$ cat config.mk
export PLATFORM = sky130hd
export DESIGN_NAME = keypad_debounce_priority_repeat
export DESIGN_NICKNAME = d
export VERILOG_FILES = /design/src/design/kdpr_pkg.sv /design/src/design/kdpr_history.sv /design/src/design/kdpr_pick.sv /design/src/design/keypad_debounce_priority_repeat.sv
export SDC_FILE = /design/constraint.sdc
export NUM_CORES = 1
export LEC_CHECK = 0
export BUFFER_PORTS_ARGS = -buffer_cell sky130_fd_sc_hd__buf_2
export CELL_PAD_IN_SITES_DETAIL_PLACEMENT = 2
export CELL_PAD_IN_SITES_GLOBAL_PLACEMENT = 2
export CORE_UTILIZATION = 40
export CTS_BUF_LIST = sky130_fd_sc_hd__clkbuf_16
export CTS_CLUSTER_DIAMETER = 80
export DETAILED_ROUTE_END_ITERATION = 7
export GPL_TIMING_DRIVEN = 1
export PLACE_DENSITY_LB_ADDON = 0.1
export SLEW_MARGIN = 10
export SYNTH_ARGS = -nofsm -noshare
export SYNTH_HDL_FRONTEND = slang
export SYNTH_SLANG_ARGS = --single-unit
$ cat constraint.sdc
create_clock -name clk_i -period 1.59 [get_ports clk_i]
set_input_delay 0.2385 -clock clk_i [delete_from_list [all_inputs] [get_ports clk_i]]
set_output_delay 0.2385 -clock clk_i [all_outputs]
set_load 0.02 [all_outputs]
$ cat src/design/kdpr_pkg.sv
// Shared types and constants for the keypad debounce block.
package kdpr_pkg;

  localparam int unsigned NumButtons = 8;
  localparam int unsigned KeyW       = $clog2(NumButtons);

  // Key codes follow the pin bit numbers
  typedef enum logic [KeyW-1:0] {
    KEY_STANDBY = 3'd0,
    KEY_MENU    = 3'd1,
    KEY_SET     = 3'd2,
    KEY_SELECT  = 3'd3,
    KEY_UP      = 3'd4,
    KEY_DOWN    = 3'd5,
    KEY_LEFT    = 3'd6,
    KEY_RIGHT   = 3'd7
  } key_code_e;

  // Per-button detection flags for the sample being taken
  typedef struct packed {
    logic [NumButtons-1:0] press;
    logic [NumButtons-1:0] hold;
  } btn_flags_t;

endpackage

$ cat src/design/kdpr_history.sv
// Per-button sample history shift registers with press and hold detection.
module kdpr_history #(
  parameter int unsigned STABLE_SAMPLES = 12
) (
  input  logic                           clk_i,
  input  logic                           rst_ni,
  input  logic                           shift_i,
  input  logic [kdpr_pkg::NumButtons-1:0] pin_levels_i,
  output kdpr_pkg::btn_flags_t           flags_o
);
  import kdpr_pkg::*;

  localparam int unsigned HistW = STABLE_SAMPLES + 1;
  localparam logic [HistW-1:0] PressPattern = {1'b1, {STABLE_SAMPLES{1'b0}}};
  localparam logic [HistW-1:0] HoldPattern  = '0;

  logic [HistW-1:0] hist_q [NumButtons];
  logic [HistW-1:0] hist_d [NumButtons];

  // Shift the new level in at bit 0 and test the resulting history
  always_comb begin
    for (int b = 0; b < NumButtons; b++) begin
      hist_d[b]        = {hist_q[b][HistW-2:0], pin_levels_i[b]};
      flags_o.press[b] = (hist_d[b] == PressPattern);
      flags_o.hold[b]  = (hist_d[b] == HoldPattern);
    end
  end

  // Advance all histories on each accepted request
  always_ff @(posedge clk_i or negedge rst_ni) begin
    if (!rst_ni) begin
      for (int b = 0; b < NumButtons; b++) begin
        hist_q[b] <= '0;
      end
    end else if (shift_i) begin
      for (int b = 0; b < NumButtons; b++) begin
        hist_q[b] <= hist_d[b];
      end
    end
  end

endmodule

$ cat src/design/kdpr_pick.sv
// Fixed-priority key selection with auto-repeat for left and right.
module kdpr_pick (
  input  kdpr_pkg::btn_flags_t        flags_i,
  input  logic                        repeat_mode_i,
  output logic                        key_valid_o,
  output logic [kdpr_pkg::KeyW-1:0]   key_code_o
);
  import kdpr_pkg::*;

  logic [NumButtons-1:0] hit;

  // Every button reports a press; left and right also report a hold in repeat mode
  always_comb begin
    hit = flags_i.press;
    hit[KEY_LEFT]  = flags_i.press[KEY_LEFT]  | (repeat_mode_i & flags_i.hold[KEY_LEFT]);
    hit[KEY_RIGHT] = flags_i.press[KEY_RIGHT] | (repeat_mode_i & flags_i.hold[KEY_RIGHT]);
  end

  // Highest button number wins
  always_comb begin
    key_valid_o = 1'b0;
    key_code_o  = KEY_STANDBY;
    for (int b = 0; b < NumButtons; b++) begin
      if (hit[b]) begin
        key_valid_o = 1'b1;
        key_code_o  = KeyW'(b);
      end
    end
  end

endmodule

$ cat src/design/keypad_debounce_priority_repeat.sv
// Keypad debounce top level: history bank, key selection and result register.
// One request is one sample tick of the eight active-low button pins and yields
// exactly one result (key_valid, key_code) in the cycle after it is accepted.
// A new request is taken every cycle while the result register is empty or being
// drained, so the sustained rate is one tick per clock; the shift, compare and
// priority pick for a tick sit between the history registers and the result register.
// A press is one released sample followed by STABLE_SAMPLES pressed samples; after
// reset every history reads as fully pressed. The repeat_mode register resets to 1
// and is written through the cfg channel, which is always ready.
module keypad_debounce_priority_repeat #(
  parameter int unsigned STABLE_SAMPLES = 12
) (
  input  logic                              clk_i,
  input  logic                              rst_ni,
  // Configuration
  input  logic                              cfg_valid_i,
  output logic                              cfg_ready_o,
  input  logic                              cfg_repeat_mode_i,
  // Sample requests
  input  logic                              in_valid_i,
  output logic                              in_ready_o,
  input  logic [kdpr_pkg::NumButtons-1:0]   pin_levels_i,
  // Key results
  output logic                              out_valid_o,
  input  logic                              out_ready_i,
  output logic                              key_valid_o,
  output logic [kdpr_pkg::KeyW-1:0]         key_code_o
);
  import kdpr_pkg::*;

  btn_flags_t        flags;
  logic              repeat_mode_q;
  logic              out_valid_q;
  logic              key_valid_q, key_valid_d;
  logic [KeyW-1:0]   key_code_q, key_code_d;
  logic              accept;

  assign cfg_ready_o = 1'b1;
  assign in_ready_o  = !out_valid_q || out_ready_i;
  assign accept      = in_valid_i && in_ready_o;

  kdpr_history #(
    .STABLE_SAMPLES(STABLE_SAMPLES)
  ) u_history (
    .clk_i        (clk_i),
    .rst_ni       (rst_ni),
    .shift_i      (accept),
    .pin_levels_i (pin_levels_i),
    .flags_o      (flags)
  );

  kdpr_pick u_pick (
    .flags_i       (flags),
    .repeat_mode_i (repeat_mode_q),
    .key_valid_o   (key_valid_d),
    .key_code_o    (key_code_d)
  );

  // Hold the repeat mode register
  always_ff @(posedge clk_i or negedge rst_ni) begin
    if (!rst_ni) begin
      repeat_mode_q <= 1'b1;
    end else if (cfg_valid_i) begin
      repeat_mode_q <= cfg_repeat_mode_i;
    end
  end

  // Track result occupancy
  always_ff @(posedge clk_i or negedge rst_ni) begin
    if (!rst_ni) begin
      out_valid_q <= 1'b0;
    end else if (in_ready_o) begin
      out_valid_q <= in_valid_i;
    end
  end

  // Capture the result payload on accept
  always_ff @(posedge clk_i) begin
    if (accept) begin
      key_valid_q <= key_valid_d;
      key_code_q  <= key_code_d;
    end
  end

  assign out_valid_o = out_valid_q;
  assign key_valid_o = key_valid_q;
  assign key_code_o  = key_code_q;

endmodule

==> run metrics, run 1 <==
mux cell area share after synthesis=26.8%; drt pass-1 iters=4; initial antenna violation count=0; area share of the largest cell type after synthesis=59.5%; post-synthesis adder-cell area fraction=0%; PwrDens=1740 nW/um2; r2r endpoint=key_code_o[1]; Crit Path Max Fanout=3; most frequent cells in the layout=97 x mux2_2, 97 x dfrtp_1, 18 x buf_2; CP Data Required Time=between 1.5 and 2 ns; layout cells sized above 1=52.8%; pin count of the biggest net entering global routing=37; Area Growth Syn to Fin=19.6%; CTS root buffer=clkbuf_16; nets=between 300 and 400; Row Count=36; r2r worst-path depth=5; crit-path cells=nor4b_1 -> nand4_1 -> nand2_1 -> a21oi_1 -> or3_1; CTS tree=done; FF-to-FF setup slack=-0.01 ns; WHS Endpoint=repeat_mode_q; worst min path class=primary input to register; setup violators final=1; WP buf/inv=0; number of library cell types mapped by synthesis=28; Compound-Gate Fraction of Synth Area=under 10%; Slew Limit Fails=0; top post-synthesis cells by area=dfrtp_1 59%, mux2_2 27%, edfxtp_1 2.9%, nor4_1 1.8%, nor4b_1 1.3%; CP max-delay cell=dfrtp_1; Initial Utilization=41.6%; CTS max path bufs=2; core footprint=9820 um2; die area=10600 um2; Worst Skew=about 0.0082 ns; total grt overflow=0; CP Capture Type=register; worst r2r src=u_history.hist_d[45]; vias in the first global route=2489; WL/cell=16.6 um; antenna viol nets, final=0; final worst path period share=101%; crit-path leading delay family=simple AND/OR/NAND/NOR gates; Reg clk slew, reported paths=about 0.07 ns; largest family of logic cells by synthesized area=multiplexers; WS Path Type=register to register; Mean Syn Cell Area=15.5 um2; Syn Inst Count=264; #FFs+latches synth=102; LEAKAGE=0.00211 uW; xor and xnor area share after synthesis=0%; TritonCTS Buffers=9; Chip Height=103 um; die extent in x=103 um; Antenna Cells=0; yosys warns=0; Seq/Total Area, Yosys=~63%; hold path cells=2; CTS sink count=102; peak supply drop=approximately 0.95 mV; gr usage total=15.9%; DR iter-0 viols=39; drc violations=0; Vias=2250; hpwl dp=5010 um; Final WS setup=-0.0102 ns; Final Hold Vio Count=0; Final Util=49.7%; # IOs=21; final WL=7310 um; routing usage on met3=4.27%; violated checks=setup timing; GRT Max-Usage Layer=met2; DR vias/cell=5.11; Worst Min Path Start=cfg_repeat_mode_i; CP Launch Type=register; f_max=625 MHz; slowest stage delay, CP=0.40 ns; Mapped Nets=approximately 280; fillers=947; met1 Usage GRT=20.2%; GPL Wtd Cong=0.630; Synth area leader=dfrtp_1; outcome=complete, but fails checks; worst skew pair latency=0.34 ns; WP data arrival=about 1.7 ns; Final min period=1.60 ns; Port-buffer cells=19; M2 GR Usage=26.6%; WHS=0.137 ns; Post-Syn Area=4080 um2; maxcap violations=0; Simple-Gate Fraction of Synth Area=between 6 and 7%; unrepaired setup endpoints after global routing=true; first-pass GRT wire length=12500 um; H-tree Lvls=3
-- worst register-to-register path: stages, from the launching register on --
cell	delay, ns
dfrtp_1	0.40
nor4b_1	0.30
nand4_1	0.19
nand2_1	0.12
a21oi_1	0.05
or3_1	0.30
-- worst max-delay path by stage --
| stage | cells past startpoint | slack (ns) | endpoint | startpoint |
|---|---|---|---|---|
| CTS | 5 | -0.03 | key_code_o[0] | u_history.hist_d[72] |
| global route | 5 | -0.10 | key_code_o[1] | u_history.hist_d[40] |
| floorplan | 5 | 0.08 | u_history.hist_d[53] | out_valid_o |
| global placement | 5 | -0.12 | key_code_o[1] | u_history.hist_d[40] |
| detailed placement | 5 | -0.16 | key_code_o[0] | u_history.hist_d[71] |
| finish | 5 | -0.01 | key_code_o[1] | u_history.hist_d[45] |
-- per-layer routing --
metal	part of all wire (%)	vias up	wire length, um
met1	46	1178	3340
met4	1.2	0	86
met3	2.5	9	186
met5	0	-	0
li1	-	1043	-
met2	51	20	3700
-- through the flow --
step	setup WS, ns	instance area (um2)	total power [uW]	std cells	TNS, ns
after floorplan	0.0811	4080	5450	264	0
after global placement	-0.119	4460	6020	422	-0.214
after detailed placement	-0.159	4460	6140	422	-0.298
after CTS	-0.0285	4850	8600	440	-0.0531
after global routing	-0.102	4880	9020	440	-0.249
final	-0.0102	4880	8490	440	-0.0102
-- synth_stat cells (all sizes together) --
| cell | instances |
|---|---|
| conb | 1 |
| nor2 | 6 |
| nand2b | 2 |
| o2111a | 1 |
| and4 | 1 |
| a21oi | 1 |
| nor4 | 12 |
| nor3 | 6 |
| dfrtp | 97 |
| inv | 2 |
| a21boi | 1 |
| nand4 | 7 |
| dfstp | 1 |
| o2111ai | 1 |
| or3 | 2 |
| o21ai | 2 |
| edfxtp | 4 |
| buf | 11 |
| or2 | 1 |
| nand2 | 2 |
| nor4b | 6 |
| mux2 | 97 |
-- timing repair --
item | 4_1_cts | 5_1_grt
resized for setup | 9 | 5
pin swaps | 8 | 3
hold endpoints to repair | 29 | 0
setup buffers | 1 | 0
setup endpoints to repair | 3 | 3
hold buffers | 1 | 0
-- final cells by class --
class / instances / area (um2) / area share, %
well taps: 133 / 166 / 3.41
clock inverters: 7 / 87.6 / 1.79
inverters: 2 / 7.51 / 0.154
flip-flops and latches: 102 / 2570 / 52.7
repair buffers: 38 / 305 / 6.25
clock buffers: 9 / 225 / 4.61
multi-input cells: 149 / 1520 / 31.0
-- power breakdown --
group | internal, uW | total, uW | switching [uW]
Sequential | 3670 | 4510 | 834
Clock | 1370 | 2280 | 905
Combinational | 1150 | 1700 | 557
Total | 6190 | 8490 | 2300
-- registers in the layout, summed over array words and instances (netlist names) --
name	flops
key_code_o	3
key_valid_o	1
out_valid_o	1
repeat_mode_q	1
u_history.hist_d	96
-- cells by family (layout without fill, tap and decap cells) --
group | Yosys count | in the layout
compound gates | 6 | 6
buf+inv | 13 | 56
flops | 102 | 102
mux | 97 | 97
other cells | 1 | 1
simple gates | 45 | 45
No activity file was read; power rests on OpenSTA's default activity.
==> run 2, diff against run 1 <==
CTS_BUF_LIST = sky130_fd_sc_hd__clkbuf_4   (was sky130_fd_sc_hd__clkbuf_16)
==> run metrics, run 2 (synthesis gave the netlist of run 1 again) <==
worst skew pair latency=between 0.4 and 0.5 ns; fillers=959; max FFs per register=96; WP buf/inv=0; CP Launch Type=register; antenna viol nets, final=0; Row Count=36; # IOs=21; Comb pwr share=22.2%; post-placement cell count=422; final WL=7370 um; CTS max path bufs=2; CP Data Required Time=1.81 ns; Reg clk slew, reported paths=0.16 ns; sw frac=between 20 and 30%; setup violators final=0; initial antenna violation count=0; FF-to-FF setup slack=~0.0067 ns; drc violations=0; CP Capture Type=register; f_max=~630 MHz; Slew Limit Fails=0; crit-path leading delay family=simple AND/OR/NAND/NOR gates; hold path cells=2; Vias=2267; total grt overflow=0; WL/cell=16.5 um; pin count of the biggest net entering global routing=37; clock share of power=between 10% and 20%; Final Power=7650 uW; LEAKAGE=~0.002 uW; area of the multi-input gates=1510 um2; CP max-delay cell=dfrtp_1; Net Sw Power=2210 uW; PwrDens=roughly 1600 nW/um2; DR iter-0 viols=44; peak supply drop=0.684 mV; final worst path period share=99.6%; Sequential Area=2570 um2; Final min period=1.58 ns; hpwl dp=5010 um; TritonCTS Buffers=9; Initial Utilization=41.6%; outcome=finished, final reports clean; WS Path Type=register to register; core footprint=between 9000 and 10000 um2; Chip Height=roughly 100 um; most frequent cells in the layout=97 x mux2_2, 97 x dfrtp_1, 18 x buf_2; gr usage total=15.8%; Worst path depth=5; layout cells sized above 1=a little over half; nets=322; Final WS setup=0.00671 ns; P_int=5440 uW; H-tree Lvls=3; CTS tree=done; Final Util=48.7%; Final Hold Vio Count=0; pre-CTS WS=-0.159 ns; Area Growth Syn to Fin=17.2%; CTS root buffer=clkbuf_4; Worst Skew=0.0214 ns; slowest stage delay, CP=0.43 ns; drt pass-1 iters=4; Port-buffer cells=19; worst min path class=primary input to register; DR vias/cell=5.08; unrepaired setup endpoints after global routing=true; crit-path cells=nor4b_1 -> nand4_1 -> nand2_1 -> a21oi_1 -> or3_1; Crit Path Max Fanout=3; WP data arrival=about 1.8 ns; first-pass GRT wire length=12400 um; Antenna Cells=0; Flop pwr share=about three fifths; maxcap violations=0; r2r worst-path depth=5; GPL Wtd Cong=0.630; Cell Count, Final, Fillers Out=between 400 and 500; die extent in x=103 um; CTS sink count=around 100; die area=about 11000 um2; vias in the first global route=2502
## run 2: cell count changes in the layout (fill, tap and decap cells not counted)
cell / previous run / this run
o21ai_1: 1 / 2
nor4b_4: 2 / 1
clkbuf_4: 0 / 9
nor4b_2: 1 / 2
nor4_2: 2 / 3
o21ai_0: 1 / 0
dlygate4sd3_1: 1 / 7
clkbuf_16: 9 / 0
nor4_1: 8 / 7
## run 2: area by class of cell
cell class,instances,share of cell area [%]
Clock buffer,9,1.41
Sequential cell,102,53.8
Clock inverter,7,1.83
Tap cell,133,3.48
Multi-Input combinational cell,149,31.6
Timing Repair Buffer,44,7.64
Inverter,2,0.157
## run 2: timing repair
action | 4_1_cts | 5_1_grt
pin swaps | 8 | 3
cloned | 0 | 0
endpoints found under the setup margin | 3 | 3
setup buffers | 1 | 0
hold buffers | 5 | 2
endpoints found under the hold margin | 32 | 2
resized for setup | 9 | 6
## run 2: path summary, 6_finish.rpt
path | startpoint | to
max in group asynchronous | rst_ni | repeat_mode_q
max | u_history.hist_d[45] | key_code_o[1]
min reg2reg | u_history.hist_d[64] | u_history.hist_d[64]
max reg2reg | u_history.hist_d[45] | key_code_o[1]
min in group asynchronous | rst_ni | u_history.hist_d[44]
min | pin_levels_i[5] | u_history.hist_d[27]
## run 2: power groups by stage
stage / Combinational (uW) / Sequential (uW) / Clock (uW)
after floorplan: 1230 / 4220 / 0
after detailed placement: 1670 / 4470 / 0
after global routing: 1870 / 4660 / 1640
after CTS: 1720 / 4470 / 1540
final: 1700 / 4490 / 1460
after global placement: 1580 / 4440 / 0
## run 2: per-layer routing
| metal | GRT usage, % | share of wire [%] | routed length, um |
|---|---|---|---|
| met1 | 19.5 | 46 | 3420 |
| met2 | 26.5 | 50 | 3670 |
| met3 | 5.49 | 3.0 | 222 |
| met4 | 3.90 | 0.72 | 53 |
| met5 | 0 | 0 | 0 |
## run 2: through the flow
stage	TNS [ns]	hold slack [ns]	instance area [um2]
finish	0	0.0376	4780
global route	-0.166	0.00447	4780
CTS	-0.0257	0.00114	4730
detailed placement	-0.298	0.210	4460
global placement	-0.214	0.210	4460
floorplan	0	-0.0571	4080
==> run 3, diff against run 2 <==
SETUP_SLACK_MARGIN = 0.3   (was not set)
==> run metrics, run 3 (synthesis gave the netlist of run 1 again) <==
Worst Skew=0.0230 ns; WP buf/inv=0; FF-to-FF setup slack=-0.15 ns; worst min path class=primary input to register; drt pass-1 iters=3; die extent in x=103 um; WP data arrival=1.98 ns; Crit Path Max Fanout=2; area of the multi-input gates=1950 um2; CTS max path bufs=2; Final Power=8990 uW; Area Growth Syn to Fin=41.5%; drc violations=0; peak supply drop=1.09 mV; Row Count=36; Sequential Area=2570 um2; fillers=859; initial antenna violation count=0; antenna viol nets, final=0; r2r worst-path depth=5; CTS sink count=102; final worst path period share=109%; Placed Area=roughly 4500 um2; maxcap violations=0; pin count of the biggest net entering global routing=38; WS Path Type=register to register; violated checks=setup timing; setup violators final=3; most frequent cells in the layout=96 x mux2_4, 96 x dfrtp_1, 19 x buf_4; Final Util=58.8%; Final Cell Area=5770 um2; clock share of power=15.1%; total grt overflow=0; sw frac=31.8%; gr usage total=19.9%; # IOs=21; final WL=11300 um; CP Launch Type=register; CP Data Required Time=1.83 ns; Worst Min Path Start=pin_levels_i[0]; Comb pwr share=~31%; P_int=6130 uW; Net Sw Power=approximately 2900 uW; H-tree Lvls=3; Final Hold Vio Count=0; LEAKAGE=around 0.0028 uW; Vias=about 2500; Port-buffer cells=19; Flop pwr share=53.6%; core footprint=9820 um2; unrepaired setup endpoints after global routing=true; CP max-delay cell=dfrtp_1; CTS tree=done; r2r endpoint=key_code_o[1]; Reg clk slew, reported paths=roughly 0.17 ns; Final WS setup=-0.145 ns; crit-path cells=nor4b_4 -> nand4_1 -> nand2_2 -> a21oi_2 -> or3_1; slowest stage delay, CP=0.46 ns; WL/cell=23.9 um; post-placement cell count=416; layout cells sized above 1=58.8%; Slew Limit Fails=0; hold path cells=2; die area=10600 um2; CTS root buffer=clkbuf_4; GPL Wtd Cong=0.669; vias in the first global route=2747; Antenna Cells=0; TritonCTS Buffers=9; Cell Count, Final, Fillers Out=473; Initial Utilization=41.6%; hpwl dp=5090 um; worst skew pair latency=0.48 ns; nets=roughly 350; first-pass GRT wire length=approximately 15000 um; Final min period=between 1.5 and 2 ns; max FFs per register=96; CP Capture Type=register; outcome=complete, but fails checks; crit-path leading delay family=simple AND/OR/NAND/NOR gates; pre-CTS WS=-0.146 ns; DR vias/cell=5.33; DR iter-0 viols=just under 60; WHS Endpoint=u_history.hist_d[92]; worst r2r src=u_history.hist_d[32]; Chip Height=103 um; f_max=around 580 MHz; Worst Setup SP=u_history.hist_d[32]; PwrDens=1560 nW/um2
-- run 3: worst max-delay path by stage --
| stage | endpoint | slack, ns | depth (start not counted) |
|---|---|---|---|
| floorplan | key_valid_o | 0.16 | 5 |
| global placement | key_code_o[1] | -0.03 | 5 |
| detailed placement | key_code_o[1] | -0.15 | 5 |
| CTS | key_code_o[1] | -0.08 | 5 |
| global route | key_code_o[1] | -0.18 | 5 |
| finish | key_code_o[1] | -0.15 | 5 |
-- run 3: cell type report --
type | instances | area share [%]
flip-flops and latches | 102 | 44.6
multi-input cells | 149 | 33.8
repair buffers | 71 | 16.1
well taps | 133 | 2.88
clock buffers | 9 | 1.17
clock inverters | 7 | 1.13
inverters | 2 | 0.347
-- run 3: routing by layer --
metal | wire (um) | GRT usage (%) | part of all wire, % | vias up
li1 | - | - | - | 1106
met1 | 4940 | 25.2 | 44 | 1354
met2 | 5800 | 33.9 | 51 | 37
met3 | 247 | 4.68 | 2.2 | 23
met4 | 289 | 6.39 | 2.6 | 0
met5 | 0 | 0 | 0 | -
-- run 3: worst reg2reg max path, stage by stage, from the launching register on --
cell     delay (ns)
dfrtp_1        0.46
nor4b_4        0.31
nand4_1        0.22
nand2_2        0.16
a21oi_2        0.06
or3_1          0.30
-- run 3: power by group through the flow --
stage / clock [uW] / combinational, uW / sequential, uW
after floorplan: 0 / 1350 / 4260
after global placement: 0 / 1560 / 4490
after detailed placement: 0 / 1640 / 4540
after CTS: 1380 / 2360 / 4580
after global routing: 1470 / 2990 / 4950
final: 1360 / 2810 / 4820
-- run 3: per-stage QoR --
step | hold slack (ns) | TNS (ns)
after global routing | -0.0133 | -0.415
after global placement | 0.185 | -0.0269
after detailed placement | 0.193 | -0.146
after CTS | 0.00304 | -0.0783
final | 0.0153 | -0.271
after floorplan | -0.0571 | 0
-- run 3: repair_timing --
action / 4_1_cts / 5_1_grt
endpoints found under the hold margin: 44 / 0
pin swaps: 7 / 12
endpoints found under the setup margin: 100 / 110
resized for setup: 105 / 42
buffers inserted: 16 / 11
gates cloned: 7 / 3
hold buffers: 4 / 0
